[src/rtl/core/bpa_pkg.sv]
// Shared constants, codes and types of the buddy page allocator.
// Used by bpa_mem, bpa_seq and buddy_page_allocator; no dependencies.
package bpa_pkg;

	// Default geometry
	localparam int PAGES_DEF  = 1024;
	localparam int ORDERS_DEF = 11;

	// Fixed field widths
	localparam int PAGE_SHIFT = 12;
	localparam int AW         = 22;
	localparam int CW         = 11;
	localparam int STW        = 3;
	localparam int ACTW       = 2;

	localparam logic [CW-1:0] CNT_MAX   = '1;
	localparam logic [CW-1:0] CFG_RESET = CW'(1024);

	// Request codes
	localparam logic [ACTW-1:0] ACT_ANY  = 2'd0;
	localparam logic [ACTW-1:0] ACT_AT   = 2'd1;
	localparam logic [ACTW-1:0] ACT_FREE = 2'd2;

	// Status codes
	localparam logic [STW-1:0] ST_OK       = 3'd0;
	localparam logic [STW-1:0] ST_MISALIGN = 3'd1;
	localparam logic [STW-1:0] ST_RANGE    = 3'd2;
	localparam logic [STW-1:0] ST_STATE    = 3'd3;
	localparam logic [STW-1:0] ST_NOBLOCK  = 3'd4;

	// Register indexes
	localparam logic REG_PAGES = 1'b0;
	localparam logic REG_LIMIT = 1'b1;

	// Write enables of the page tables
	typedef struct packed {
		logic alloc;
		logic ord;
		logic nxt;
		logic prv;
	} mem_we_t;

endpackage

[src/rtl/core/bpa_seq.sv]
// Request sequencer: walks free lists, splits and merges blocks through
// one table read or write step per cycle. Holds list heads and free count.
// Depends on bpa_pkg.
module bpa_seq #(
	parameter int PAGES = bpa_pkg::PAGES_DEF,
	parameter int ORDERS = bpa_pkg::ORDERS_DEF,
	localparam int IW = $clog2(PAGES),
	localparam int LW = IW + 1,
	localparam int OW = $clog2(ORDERS + 1)
) (
	input  logic                     clk,
	input  logic                     arst_n,
	input  logic [bpa_pkg::CW-1:0]   pages_in_use,
	input  logic [bpa_pkg::CW-1:0]   alloc_limit_pages,
	input  logic                     in_valid,
	output logic                     in_ready,
	input  logic [bpa_pkg::ACTW-1:0] action,
	input  logic [bpa_pkg::AW-1:0]   byte_address,
	output logic                     res_valid,
	input  logic                     res_ready,
	output logic [bpa_pkg::AW-1:0]   res_addr,
	output logic [bpa_pkg::STW-1:0]  res_status,
	output logic [bpa_pkg::CW-1:0]   res_count,
	output bpa_pkg::mem_we_t         we,
	output logic [IW-1:0]            alloc_addr,
	output logic                     alloc_d,
	output logic [IW-1:0]            ord_addr,
	output logic [OW-1:0]            ord_d,
	output logic [IW-1:0]            nxt_addr,
	output logic [LW-1:0]            nxt_d,
	output logic [IW-1:0]            prv_addr,
	output logic [LW-1:0]            prv_d,
	output logic [IW-1:0]            rd_addr,
	input  logic                     rd_alloc,
	input  logic [OW-1:0]            rd_ord,
	input  logic [LW-1:0]            rd_nxt,
	input  logic [LW-1:0]            rd_prv
);
	import bpa_pkg::*;

	localparam int HW = $clog2(ORDERS);
	localparam int SW = 5;
	localparam logic [LW-1:0] NIL = LW'(PAGES);
	localparam logic [OW-1:0] NOBLK = '1;

	localparam logic [SW-1:0] S_CLR    = 5'd0;
	localparam logic [SW-1:0] S_IDLE   = 5'd1;
	localparam logic [SW-1:0] S_DISP   = 5'd2;
	localparam logic [SW-1:0] S_A_ORD  = 5'd3;
	localparam logic [SW-1:0] S_A_CHK  = 5'd4;
	localparam logic [SW-1:0] S_A_NXT  = 5'd5;
	localparam logic [SW-1:0] S_A_SPL  = 5'd6;
	localparam logic [SW-1:0] S_T_RD   = 5'd7;
	localparam logic [SW-1:0] S_T_ISS  = 5'd8;
	localparam logic [SW-1:0] S_T_CMP  = 5'd9;
	localparam logic [SW-1:0] S_T_SPL  = 5'd10;
	localparam logic [SW-1:0] S_F_RD   = 5'd11;
	localparam logic [SW-1:0] S_F_LOOP = 5'd12;
	localparam logic [SW-1:0] S_F_CMP  = 5'd13;
	localparam logic [SW-1:0] S_F_MRG  = 5'd14;
	localparam logic [SW-1:0] S_P0     = 5'd15;
	localparam logic [SW-1:0] S_P1     = 5'd16;
	localparam logic [SW-1:0] S_U0     = 5'd17;
	localparam logic [SW-1:0] S_U1     = 5'd18;
	localparam logic [SW-1:0] S_U2     = 5'd19;
	localparam logic [SW-1:0] S_TAKE   = 5'd20;
	localparam logic [SW-1:0] S_DONE   = 5'd21;

	logic [SW-1:0]   state_q, ret_q;
	logic [ACTW-1:0] act_q;
	logic [AW-1:0]   addr_q;
	logic [AW-1:0]   res_addr_q;
	logic [STW-1:0]  st_q;
	logic [CW-1:0]   cnt_q;
	logic [IW-1:0]   clr_q;
	logic [IW-1:0]   pg_q, b_q, sub_pg_q;
	logic [LW-1:0]   it_q;
	logic [IW:0]     steps_q;
	logic [OW-1:0]   o_q, fo_q, co_q, sub_o_q;
	logic            found_q;
	logic [LW-1:0]   head_q [ORDERS];

	logic [CW-1:0]         used, lim;
	logic [OW-1:0]         top, f1;
	logic [AW-PAGE_SHIFT-1:0] req_pg_full;
	logic [IW-1:0]         req_pg, s_blk, bud, right, split_pg;
	logic                  misal, fits;
	logic [LW-1:0]         head_o, sub_head;

	// Effective page count, search limit and top order
	always_comb begin
		used = (32'(pages_in_use) > PAGES) ? CW'(PAGES) : pages_in_use;
		lim  = (alloc_limit_pages < used) ? alloc_limit_pages : used;
		top  = '0;
		for (int k = 1; k < ORDERS; k++) begin
			if ((32'(1) << k) <= 32'(used)) begin
				top = OW'(k);
			end
		end
	end

	// Address decode and step arithmetic
	always_comb begin
		req_pg_full = addr_q[AW-1:PAGE_SHIFT];
		req_pg      = IW'(32'(req_pg_full));
		misal       = |addr_q[PAGE_SHIFT-1:0];
		f1          = fo_q - 1'b1;
		fits        = (32'(it_q) + (32'(1) << o_q)) <= 32'(lim);
		s_blk       = IW'((32'(pg_q) >> o_q) << o_q);
		bud         = pg_q ^ IW'(32'(1) << co_q);
		right       = IW'(32'(it_q) + (32'(1) << f1));
		split_pg    = IW'(32'(pg_q) + (32'(1) << f1));
		head_o      = head_q[o_q[HW-1:0]];
		sub_head    = head_q[sub_o_q[HW-1:0]];
	end

	// Table read address
	always_comb begin
		case (state_q)
			S_DISP:   rd_addr = req_pg;
			S_A_CHK:  rd_addr = it_q[IW-1:0];
			S_T_ISS:  rd_addr = s_blk;
			S_F_LOOP: rd_addr = bud;
			S_U0:     rd_addr = sub_pg_q;
			default:  rd_addr = '0;
		endcase
	end

	// Table writes
	always_comb begin
		we         = '0;
		alloc_addr = pg_q;
		alloc_d    = 1'b1;
		ord_addr   = sub_pg_q;
		ord_d      = NOBLK;
		nxt_addr   = sub_pg_q;
		nxt_d      = NIL;
		prv_addr   = sub_pg_q;
		prv_d      = NIL;
		case (state_q)
			S_CLR: begin
				we.alloc   = 1'b1;
				alloc_addr = clr_q;
				we.ord     = 1'b1;
				ord_addr   = clr_q;
			end
			S_TAKE: begin
				we.alloc = 1'b1;
			end
			S_F_RD: begin
				we.alloc = rd_alloc;
				alloc_d  = 1'b0;
			end
			S_P0: begin
				we.ord = 1'b1;
				ord_d  = sub_o_q;
				we.nxt = 1'b1;
				nxt_d  = sub_head;
				we.prv = 1'b1;
			end
			S_P1: begin
				we.prv   = 32'(sub_head) < PAGES;
				prv_addr = sub_head[IW-1:0];
				prv_d    = LW'(sub_pg_q);
			end
			S_U1: begin
				we.nxt   = 32'(rd_prv) < PAGES;
				nxt_addr = rd_prv[IW-1:0];
				nxt_d    = rd_nxt;
				we.prv   = 32'(rd_nxt) < PAGES;
				prv_addr = rd_nxt[IW-1:0];
				prv_d    = (32'(rd_prv) < PAGES) ? rd_prv : NIL;
			end
			S_U2: begin
				we.ord = 1'b1;
				we.nxt = 1'b1;
				we.prv = 1'b1;
			end
			default: begin
			end
		endcase
	end

	// Sequencer
	always_ff @(posedge clk or negedge arst_n) begin
		if (!arst_n) begin
			state_q <= S_CLR;
			ret_q   <= S_IDLE;
			clr_q   <= '0;
			cnt_q   <= '0;
			for (int k = 0; k < ORDERS; k++) begin
				head_q[k] <= NIL;
			end
		end else begin
			case (state_q)
				// sweep reset values into the tables
				S_CLR: begin
					clr_q <= clr_q + 1'b1;
					if (32'(clr_q) == PAGES - 1) begin
						state_q <= S_IDLE;
					end
				end
				S_IDLE: begin
					if (in_valid) begin
						act_q      <= action;
						addr_q     <= byte_address;
						st_q       <= ST_OK;
						res_addr_q <= '0;
						state_q    <= S_DISP;
					end
				end
				// early checks and first table read
				S_DISP: begin
					case (act_q)
						ACT_ANY: begin
							o_q <= '0;
							if (lim == '0) begin
								st_q    <= ST_RANGE;
								state_q <= S_DONE;
							end else begin
								state_q <= S_A_ORD;
							end
						end
						ACT_AT: begin
							pg_q <= req_pg;
							if (misal) begin
								st_q    <= ST_MISALIGN;
								state_q <= S_DONE;
							end else if (32'(req_pg_full) >= 32'(alloc_limit_pages) ||
							             32'(req_pg_full) >= 32'(used)) begin
								st_q    <= ST_RANGE;
								state_q <= S_DONE;
							end else begin
								state_q <= S_T_RD;
							end
						end
						ACT_FREE: begin
							pg_q <= req_pg;
							if (misal) begin
								st_q    <= ST_MISALIGN;
								state_q <= S_DONE;
							end else if (32'(req_pg_full) >= 32'(used)) begin
								st_q    <= ST_RANGE;
								state_q <= S_DONE;
							end else begin
								state_q <= S_F_RD;
							end
						end
						default: begin
							st_q    <= ST_RANGE;
							state_q <= S_DONE;
						end
					endcase
				end
				// allocate any: next order's list
				S_A_ORD: begin
					if (o_q > top) begin
						st_q    <= ST_NOBLOCK;
						state_q <= S_DONE;
					end else begin
						it_q    <= head_o;
						steps_q <= '0;
						state_q <= S_A_CHK;
					end
				end
				S_A_CHK: begin
					if (32'(it_q) >= PAGES || 32'(steps_q) == PAGES) begin
						o_q     <= o_q + 1'b1;
						state_q <= S_A_ORD;
					end else if (fits) begin
						pg_q       <= it_q[IW-1:0];
						fo_q       <= o_q;
						res_addr_q <= AW'(32'(it_q) << PAGE_SHIFT);
						sub_o_q    <= o_q;
						sub_pg_q   <= it_q[IW-1:0];
						ret_q      <= S_A_SPL;
						state_q    <= S_U0;
					end else begin
						state_q <= S_A_NXT;
					end
				end
				S_A_NXT: begin
					it_q    <= rd_nxt;
					steps_q <= steps_q + 1'b1;
					state_q <= S_A_CHK;
				end
				// push the upper halves down to one page
				S_A_SPL: begin
					if (fo_q == '0) begin
						state_q <= S_TAKE;
					end else begin
						fo_q     <= f1;
						sub_o_q  <= f1;
						sub_pg_q <= split_pg;
						ret_q    <= S_A_SPL;
						state_q  <= S_P0;
					end
				end
				// allocate at address
				S_T_RD: begin
					if (rd_alloc) begin
						st_q    <= ST_STATE;
						state_q <= S_DONE;
					end else begin
						o_q     <= '0;
						found_q <= 1'b0;
						state_q <= S_T_ISS;
					end
				end
				S_T_ISS: begin
					if (o_q > top) begin
						if (!found_q) begin
							st_q    <= ST_NOBLOCK;
							state_q <= S_DONE;
						end else begin
							sub_o_q  <= fo_q;
							sub_pg_q <= it_q[IW-1:0];
							ret_q    <= S_T_SPL;
							state_q  <= S_U0;
						end
					end else if (32'(s_blk) >= 32'(used)) begin
						o_q <= o_q + 1'b1;
					end else begin
						b_q     <= s_blk;
						state_q <= S_T_CMP;
					end
				end
				S_T_CMP: begin
					if (rd_ord == o_q) begin
						found_q <= 1'b1;
						fo_q    <= o_q;
						it_q    <= LW'(b_q);
					end
					o_q     <= o_q + 1'b1;
					state_q <= S_T_ISS;
				end
				// split toward the target page
				S_T_SPL: begin
					if (fo_q == '0) begin
						res_addr_q <= addr_q;
						state_q    <= S_TAKE;
					end else begin
						fo_q    <= f1;
						sub_o_q <= f1;
						if (pg_q >= right) begin
							sub_pg_q <= it_q[IW-1:0];
							it_q     <= LW'(right);
						end else begin
							sub_pg_q <= right;
						end
						ret_q   <= S_T_SPL;
						state_q <= S_P0;
					end
				end
				// free: release the page, then merge upward
				S_F_RD: begin
					if (!rd_alloc) begin
						st_q    <= ST_STATE;
						state_q <= S_DONE;
					end else begin
						if (cnt_q != CNT_MAX) begin
							cnt_q <= cnt_q + 1'b1;
						end
						co_q    <= '0;
						state_q <= S_F_LOOP;
					end
				end
				S_F_LOOP: begin
					if (co_q < top && 32'(bud) < 32'(used)) begin
						b_q     <= bud;
						state_q <= S_F_CMP;
					end else begin
						sub_o_q  <= co_q;
						sub_pg_q <= pg_q;
						ret_q    <= S_DONE;
						state_q  <= S_P0;
					end
				end
				S_F_CMP: begin
					if (rd_ord == co_q) begin
						sub_o_q  <= co_q;
						sub_pg_q <= b_q;
						ret_q    <= S_F_MRG;
						state_q  <= S_U0;
					end else begin
						sub_o_q  <= co_q;
						sub_pg_q <= pg_q;
						ret_q    <= S_DONE;
						state_q  <= S_P0;
					end
				end
				S_F_MRG: begin
					if (b_q < pg_q) begin
						pg_q <= b_q;
					end
					co_q    <= co_q + 1'b1;
					state_q <= S_F_LOOP;
				end
				// push block onto its list head
				S_P0: begin
					state_q <= S_P1;
				end
				S_P1: begin
					head_q[sub_o_q[HW-1:0]] <= LW'(sub_pg_q);
					state_q <= ret_q;
				end
				// unlink block from its list
				S_U0: begin
					state_q <= S_U1;
				end
				S_U1: begin
					if (32'(rd_prv) >= PAGES) begin
						head_q[sub_o_q[HW-1:0]] <= (32'(rd_nxt) < PAGES) ? rd_nxt : NIL;
					end
					state_q <= S_U2;
				end
				S_U2: begin
					state_q <= ret_q;
				end
				S_TAKE: begin
					if (cnt_q != '0) begin
						cnt_q <= cnt_q - 1'b1;
					end
					state_q <= S_DONE;
				end
				// hold the result until the output stage takes it
				S_DONE: begin
					if (res_ready) begin
						state_q <= S_IDLE;
					end
				end
				default: begin
					state_q <= S_IDLE;
				end
			endcase
		end
	end

	assign in_ready   = (state_q == S_IDLE);
	assign res_valid  = (state_q == S_DONE);
	assign res_addr   = (st_q == ST_OK) ? res_addr_q : '0;
	assign res_status = st_q;
	assign res_count  = cnt_q;

endmodule

[config.mk]
export PLATFORM = sky130hd
export DESIGN_NAME = bpa_seq
export DESIGN_NICKNAME = d
export VERILOG_FILES = /design/src/rtl/core/bpa_pkg.sv /design/src/rtl/core/bpa_seq.sv
export SDC_FILE = /design/constraint.sdc
export NUM_CORES = 1
export LEC_CHECK = 0
export BUFFER_PORTS_ARGS = -buffer_cell sky130_fd_sc_hd__buf_2
export CORE_ASPECT_RATIO = 0.7
export CORE_MARGIN = 5
export CORE_UTILIZATION = 35
export CTS_CLUSTER_DIAMETER = 120
export CTS_CLUSTER_SIZE = 16
export DETAILED_ROUTE_END_ITERATION = 6
export MAX_ROUTING_LAYER = met4
export PLACE_DENSITY = 0.55
export REMOVE_ABC_BUFFERS = 1
export SLEW_MARGIN = 20
export SYNTH_ARGS = -nofsm -noshare
export SYNTH_HDL_FRONTEND = slang
export SYNTH_SLANG_ARGS = --single-unit
[constraint.sdc]
create_clock -name clk -period 6.5 [get_ports clk]
set_clock_uncertainty 0.2 [all_clocks]
set_input_delay 0.325 -clock clk [delete_from_list [all_inputs] [get_ports clk]]
set_output_delay 0.325 -clock clk [all_outputs]
set_load 0.01 [all_outputs]
==> summary.log <==
qor: run_status.run_status complete, no violations
qor: job.max_cap_viol_count 0
qor: critical_path.timing.critical_path.required 6.48 ns
qor: grt.globalRouteTotalUtil 0.239
qor: synthesis.synth_flop_type sky130_fd_sc_hd__dfrtp_1
qor: routing.antenna_left 0
qor: floorplan.die-height 211 um
qor: synthesis.synth-compound-area-share 0.203
qor: cells_and_area.seq_area 7360 um2
qor: clocking.tritoncts_num_sinks 270
qor: clocking.cts.clk_slew.worst_paths 0.09 ns
qor: cells_and_area.final_cell_count_no_fill 3157
qor: synthesis.synth_cell_types 94
qor: clocking.bufs_on_longest_clock_path 3
qor: place.numPlacedInstances 3090
qor: power.ir_worst_vdd 0.000187 V
qor: clocking.htree_num_levels 1
qor: place.dp_hpwl 55900 um
qor: place.placed_area 22000 um2
qor: timing.maxSlewViolCount 0
qor: routing.initialDrtViolationCount 2069
qor: routing.viasPerCell 5.91
qor: place.routabilityCongestion 0.960
qor: place.buffer_ports.inserted 195
qor: synthesis.synthMuxAreaShare 0.0818
qor: synthesis.synth-warning-count 0
qor: synthesis.synth_adder_area_share 0.0956
qor: timing.finalHoldWorstSlack 0.0486 ns
qor: clocking.post_cts.repair.setup_buffers 0
qor: cells_and_area.final.fill_count 5744
qor: grt.grt_pass1_wl 113000 um
qor: clocking.tritoncts built
qor: critical_path.crit_path_arrival_time 6.09 ns
qor: routing.drt_pass1_iterations 6
qor: power.p_total 7550 uW
qor: cells_and_area.nNetsFinal 2623
qor: synthesis.yosys.area_share.simple 0.178
qor: floorplan.num_io_pins 196
qor: synthesis.synth.avg_cell_area 9.06 um2
qor: critical_path.timing.critical_path.to_type register
qor: routing.route.detailed.drc 0
qor: timing.finalSetupTns 0 ns
qor: synthesis.largest_family_of_logic_cells_by_synthesized_area compound AO/OA/AOI/OAI gates
qor: synthesis.yosysSeqAreaShare 0.364
qor: cells_and_area.drive_gt1_frac 0.159
qor: timing.post-route-period-util 0.939
qor: min_path.hold_class in2reg
qor: synthesis.postSynthRegisterBits 270
qor: clocking.cts_made_buffers 21
qor: clocking.clock_latency 0.55 ns
qor: synthesis.syn_inst 2232
qor: clocking.hold_buffer_count_at_cts 29
qor: timing.period_minus_slack 6.10 ns
qor: clocking.clk_root_buffer_cell sky130_fd_sc_hd__clkbuf_16
qor: timing.worst_slew_pin_slew 1.12 ns
qor: grt.globalRoute.busiestLayer met1
qor: timing.fmaxAchievable 0.164 GHz
qor: cells_and_area.area_growth_syn_to_layout 13.4%
qor: synthesis.synthXorXnorAreaFrac 0.0321
qor: synthesis.syn-cell-area 20200 um2
qor: grt.first_global_vias 17900
qor: floorplan.floorplan.die_area 62700 um2
qor: timing.slew_headroom 0.250
qor: cells_and_area.antennaDiodeCount 0
qor: routing.drt-total-wl 75700 um
qor: critical_path.r2r_setup_slk 0.40 ns
qor: power.power_per_cell_area 329 nW/um2
qor: critical_path.worst-setup-path-type reg2reg
qor: floorplan.area_of_the_core 57000 um2
qor: timing.grt_setup_unrepaired no
qor: timing.finalSetupViolations 0
qor: timing.timing.final.hold_violations 0
qor: power.static-leakage-power 0.00997 uW
qor: grt.gr-total-overflow 0
qor: grt.number_of_antenna_violations_at_the_first_check_in_global_routing 2
qor: cells_and_area.stdcell_area 22900 um2
qor: synthesis.async_reset_ff_frac 0.563
qor: clocking.post_cts.resized_instances 0
qor: floorplan.floorplan.die.width 297 um
qor: cells_and_area.multiInputGateArea 12000 um2
qor: grt.grt.met2_usage 0.346
qor: critical_path.start_kind register
qor: critical_path.critical_path_fanouts_max 38
qor: synthesis.synth_enable_flop_cells 118
qor: floorplan.core.rowCount 73
qor: grt.grt_use_met1 0.347
qor: grt.grt_use_met3 0.0457
qor: routing.routed-via-count 18700
qor: floorplan.floorplan.initialDensity 0.355
qor: grt.grt_start_max_net_pins 89
qor: routing.detail_route.wl_per_cell 24.0 um
-- cell type report --
type,instances,area share
Clock buffer,33,0.0249
Clock inverter,3,0.00147
Inverter,92,0.0151
Multi-Input combinational cell,1734,0.523
Sequential cell,270,0.321
Tap cell,750,0.0409
Timing Repair Buffer,275,0.0734
-- state kept, by name, indices dropped and copies added (netlist names) --
name and count:
o_q 4, it_q 11, res_count 11, res_addr_q 22, pg_q 10, act_q 2, sub_pg_q 10, sub_o_q 4
state_q 5, clr_q 10, found_q 1, steps_q 11, b_q 10, head_q 121, co_q 4, fo_q 4
addr_q 22, ret_q 5, res_status 3
-- final timing paths --
path	startpoint	endpoint	cells after the start
max in group asynchronous	arst_n	clr_q[9]	4
min reg2reg	head_q[120]	head_q[120]	2
max	o_q[0]	o_q[3]	15
min in group asynchronous	arst_n	res_count[2]	2
max reg2reg	o_q[0]	o_q[3]	15
min	rd_nxt[1]	it_q[1]	3
-- report_power, final --
part / switching [uW] / leakage (uW) / internal (uW) / total (uW)
Sequential: 486 / 0.00307 / 2290 / 2780
Combinational: 2120 / 0.00661 / 1360 / 3480
Clock: 681 / 0.000289 / 613 / 1290
Total: 3290 / 0.00997 / 4260 / 7550
-- synth_stat cells (all sizes together), types with 6 or more instances --
cell type	instances	area (um2)
xnor2	46	403
nand4	18	113
mux2i	40	400
nand2b	16	100
nor2	199	752
edfxtp	118	3540
a21oi	182	911
o2111ai	7	61.3
a222oi	6	60.1
a31oi	8	50.1
o31ai	9	67.6
or2	6	37.5
nand2	301	1130
dfrtp	140	3500
or3	10	62.6
o22ai	9	62.6
mux4	48	1080
o21a	12	90.1
o21ai	166	835
dfstp	12	315
nand3b	7	56.3
clkbuf	104	392
xor2	28	245
inv	87	327
o221ai	6	52.6
a221oi	16	140
nand3	45	230
a211oi	17	133
mux2	14	173
ha	148	1850
a21o	27	204
nor2b	29	189
and2	44	278
a2111oi	9	116
a22o	28	245
and3	32	200
buf	32	179
o211ai	22	165
a22oi	39	293
nor3b	7	57.6
nor4	19	131
a221o	17	170
nor3	32	165
-- layout by cell type, fill, tap and decap left out, types with 22 or more instances in the layout --
master / count
sky130_fd_sc_hd__nand2_1: 301
sky130_fd_sc_hd__buf_2: 194
sky130_fd_sc_hd__nor2_1: 190
sky130_fd_sc_hd__a21oi_1: 182
sky130_fd_sc_hd__o21ai_0: 162
sky130_fd_sc_hd__ha_1: 148
sky130_fd_sc_hd__dfrtp_1: 140
sky130_fd_sc_hd__edfxtp_1: 118
sky130_fd_sc_hd__inv_1: 87
sky130_fd_sc_hd__buf_4: 49
sky130_fd_sc_hd__mux4_2: 48
sky130_fd_sc_hd__xnor2_1: 46
sky130_fd_sc_hd__nand3_1: 44
sky130_fd_sc_hd__and2_1: 41
sky130_fd_sc_hd__mux2i_1: 40
sky130_fd_sc_hd__a22oi_1: 39
sky130_fd_sc_hd__and3_1: 32
sky130_fd_sc_hd__nor3_1: 30
sky130_fd_sc_hd__dlygate4sd3_1: 29
sky130_fd_sc_hd__xor2_1: 28
sky130_fd_sc_hd__a22o_1: 28
sky130_fd_sc_hd__nor2b_1: 27
sky130_fd_sc_hd__a21o_1: 26
sky130_fd_sc_hd__o211ai_1: 22
-- logic make-up (layout without fill, tap and decap cells) --
group           count (synthesis)  in the layout
buf+inv                       228            403
simple gates                  777            777
mux                           102            102
flops                         270            270
compound gates                629            629
fa+ha+maj                     152            152
xor+xnor                       74             74
-- critical path, cell delays in order (launching register included) --
cell and delay [ns]:
sky130_fd_sc_hd__edfxtp_1 0.45, sky130_fd_sc_hd__buf_4 0.56, sky130_fd_sc_hd__mux4_2 0.62, sky130_fd_sc_hd__nand2_1 0.09, sky130_fd_sc_hd__a21oi_1 0.08, sky130_fd_sc_hd__a311o_1 0.34, sky130_fd_sc_hd__o21ai_0 0.14, sky130_fd_sc_hd__mux2i_1 0.16
sky130_fd_sc_hd__a22oi_1 0.45, sky130_fd_sc_hd__inv_1 0.11, sky130_fd_sc_hd__ha_1 0.30, sky130_fd_sc_hd__nand2_1 0.06, sky130_fd_sc_hd__or3_1 0.39, sky130_fd_sc_hd__a311oi_1 0.75, sky130_fd_sc_hd__a21oi_1 0.15, sky130_fd_sc_hd__nor3_1 0.85
-- through the flow --
step,setup slack (ns),utilization
2_1_floorplan,-1.74,-
3_3_place_gp,0.723,0.386
3_5_place_dp,0.658,0.386
4_1_cts,0.634,0.402
5_1_grt,0.340,0.402
6_report,0.395,0.402
-- per-layer routing --
layer / wire, um / vias up
met3: 7100 / 101
met1: 34800 / 9202
met2: 32200 / 866
met5: 0 / -
li1: - / 8493
met4: 1660 / 0
Note: power is estimated with default switching activity, not from simulation.
